`config.mk`:
```
export PLATFORM = sky130hd
export DESIGN_NAME = svq_ram
export DESIGN_NICKNAME = d
export VERILOG_FILES = /design/src/rtl/svq_ram.sv
export SDC_FILE = /design/constraint.sdc
export NUM_CORES = 1
export LEC_CHECK = 0
export ABC_AREA = 1
export BUFFER_PORTS_ARGS = -buffer_cell sky130_fd_sc_hd__buf_4
export CAP_MARGIN = 30
export CORE_MARGIN = 1
export CORE_UTILIZATION = 43
export DETAILED_ROUTE_END_ITERATION = 8
export RECOVER_POWER = 25
export SKIP_CTS_REPAIR_TIMING = 1
export SLEW_MARGIN = 20
export SYNTH_ARGS = -nofsm -noshare
export SYNTH_HDL_FRONTEND = slang
export SYNTH_SLANG_ARGS = --single-unit
```
`constraint.sdc`:
```
create_clock -name clk -period 3.1 [get_ports clk]
set_clock_uncertainty 0.1 [all_clocks]
set_input_delay 0.465 -clock clk [delete_from_list [all_inputs] [get_ports clk]]
set_output_delay 0.465 -clock clk [all_outputs]
set_load 0.1 [all_outputs]
```
`src/rtl/svq_ram.sv`:
```
module svq_ram #(
    parameter int WIDTH = 8,
    parameter int DEPTH = 16
) (
    input  logic                     clk,
    input  logic                     wr_en,
    input  logic [$clog2(DEPTH)-1:0] wr_addr,
    input  logic [WIDTH-1:0]         wr_data,
    input  logic [$clog2(DEPTH)-1:0] rd_addr,
    output logic [WIDTH-1:0]         rd_data
);

    logic [WIDTH-1:0] mem [DEPTH];

    // single write port, registered read port
    always_ff @(posedge clk)
    begin
        if (wr_en)
        begin
            mem[wr_addr] <= wr_data;
        end
        rd_data <= mem[rd_addr];
    end

endmodule

```
==> flow_summary.toml <==
[run_status]
status = "completed"

[worst_setup_path]
cp.arrival_ns = 1.84
cp_max_fo = 33
path_cells = "buf_4 > inv_2 > buf_12 > nand2_1 > nand3_1 > nand3_1 > nand3_1 > nand2_1"
path_class = "input port to register"
cp_slowest_stage_delay_ns = 0.44
startpoint_type = "input port"
critPathRequiredTime_ns = 3.30
path_buf_inv = 3
worstSetupEndpointType = "register"
slowest_stage = "inv_2"
crit_family = "buffers and inverters"
crit_path_frequent_cell = "nand3_1"

[hold_path]
hold_class = "input port to register"

[floorplan]
io_pins = 26
rows = 41
die_h_um = 118
initial_core_util_pct = 45.0
chipWidth_um = 118
dieArea_um2 = 13900
core_area_um2 = 12800

[layout]
fin_nets = 592
post-route-cell-area_um2 = 6630
antenna_cells = 0
synthToLayoutAreaGrowth_pct = 15.0
post-route-util_pct = 51.7
final_layout_size_suffix_gt1_share_pct = 9.54

[pwr]
cellPowerDensity_nw_per_um2 = 673
peakVddDrop_v = 0.000397
p_leak_nw = 2.83

[sta]
rsz0062_at_grt = "no"
min_period_over_period_pct = 52.7
setup_ws_ns = 1.47
final-hold-violation-count = 0
tightestPinTransition_ns = 0.935
slew_headroom_pct = 37.4
min_period_ns = 1.63
tns_ns = 0
setup_viol = 0
drv_slew = 0
fmax_ghz = 0.612

[clock_network]
insertion_delay_ns = 0.42
cts_tree = "done"
cts.sinks = 136
cts_buffers = 17
cts_buffer_depth = 2
cts-root-buf = "clkbuf_16"
htreeDepth = 4
path_clk_slew_ns = 0.06

[global_routing]
overflow = 0
track_usage_pct = 19.6
grt_max_degree = 65
antenna_found_initial = 0
grt_pass1_vias = 3720
grt_pass1_wl_um = 20000

[placement]
place_area_um2 = 6040
dp_hpwl_um = 7560
place_ws_ns = 0.992
port_buffers = 25
gp_routability_congestion = 0.764

[logic_synthesis]
yosys.cell_types.count = 12
syn_nets = 569
yosysSeqAreaShare_pct = 69.4
synth_seq_cells = 136
syn-instance-count = 551
postSynthAreaPerCell_um2 = 10.5
netlist_area_um2 = 5770
yosysWarnings = 0

[drt]
drt-total-wl_um = 12500
ant_nets = 0
drc_errors = 0
drt_pre_antenna_iters = 4
drt_iter0_markers = 291
avgViaCountPerCell = 4.82
wl_per_cell_um = 16.5
vias = 3658

[run]
drv_cap = 0
final cells by class:
| class | count | area, um2 |
|---|---|---|
| flip-flops and latches | 136 | 4000 |
| repair buffers | 28 | 200 |
| multi-input cells | 289 | 1210 |
| fillers | 1180 | 6190 |
| well taps | 172 | 215 |
| clock buffers | 20 | 467 |
| inverters | 102 | 383 |
| clock inverters | 12 | 149 |
worst reg2reg max path: cells and delay by family (launching register included):
kind / cells / cell delay [ns]
buf+inv: 1 / 0.06
flops: 1 / 0.35
simple gates: 5 / 0.53
worst paths after layout:
kind,startpoint,end,slack (ns),depth (start not counted)
min reg2reg,mem[14][0]$_DFFE_PP_,rd_data[0]$_DFF_P_,0.57,6
min,wr_data[6],mem[7][6]$_DFFE_PP_,0.30,1
max,rd_addr[0],rd_data[5]$_DFF_P_,1.47,8
max reg2reg,mem[7][5]$_DFFE_PP_,rd_data[5]$_DFF_P_,1.95,6
layer usage:
metal | share of wire (%) | track usage, % | wire, um
met4 | 1.7 | 9.13 | 214
met5 | 0 | 0 | 0
met1 | 47 | 26.2 | 5860
met3 | 5.9 | 4.99 | 732
met2 | 46 | 30.0 | 5690
power by group:
group	total (mW)	switching, mW	internal, mW
combinational	0.332	0.255	0.0767
sequential	2.07	0.0111	2.06
clock	2.06	0.740	1.32
total	4.46	1.01	3.46
synth_stat cells (all sizes together):
cell type    n  area, um2
buf         24        166
dfxtp        8        160
edfxtp     128       3840
inv        102        383
nand2      173        649
nand3       97        485
nand3b       2       15.0
nor2        17       63.8
kinds of logic after synthesis:
| kind of cell | share of synthesized area [%] |
|---|---|
| buffers and inverters | 9.52 |
| flip-flops | 69.4 |
| AND/OR/NAND/NOR | 21.0 |
layout by cell type (no fill, tap or decap):
cell / n
nand2_1: 173
edfxtp_1: 128
inv_1: 100
nand3_1: 97
buf_4: 21
nor2_1: 17
clkbuf_16: 17
dfxtp_1: 8
clkbuf_1: 6
clkinvlp_4: 4
clkinv_2: 4
bufinv_16: 3
clkbuf_8: 3
inv_2: 2
nand3b_1: 2
clkinv_4: 1
buf_12: 1
registers in the layout (all words and copies together), names as in the netlist:
register and count:
rd_data 8, mem 128
per-stage QoR:
step | hold slack, ns | power [mW] | cells
3_3_place_gp | 0.555 | 2.44 | 727
6_report | 0.298 | 4.46 | 759
2_1_floorplan | 0.464 | 2.34 | 551
5_1_grt | 0.291 | 4.61 | 759
4_1_cts | 0.265 | 4.50 | 759
3_5_place_dp | 0.562 | 2.44 | 727
Note: power is estimated with default switching activity, not from simulation.
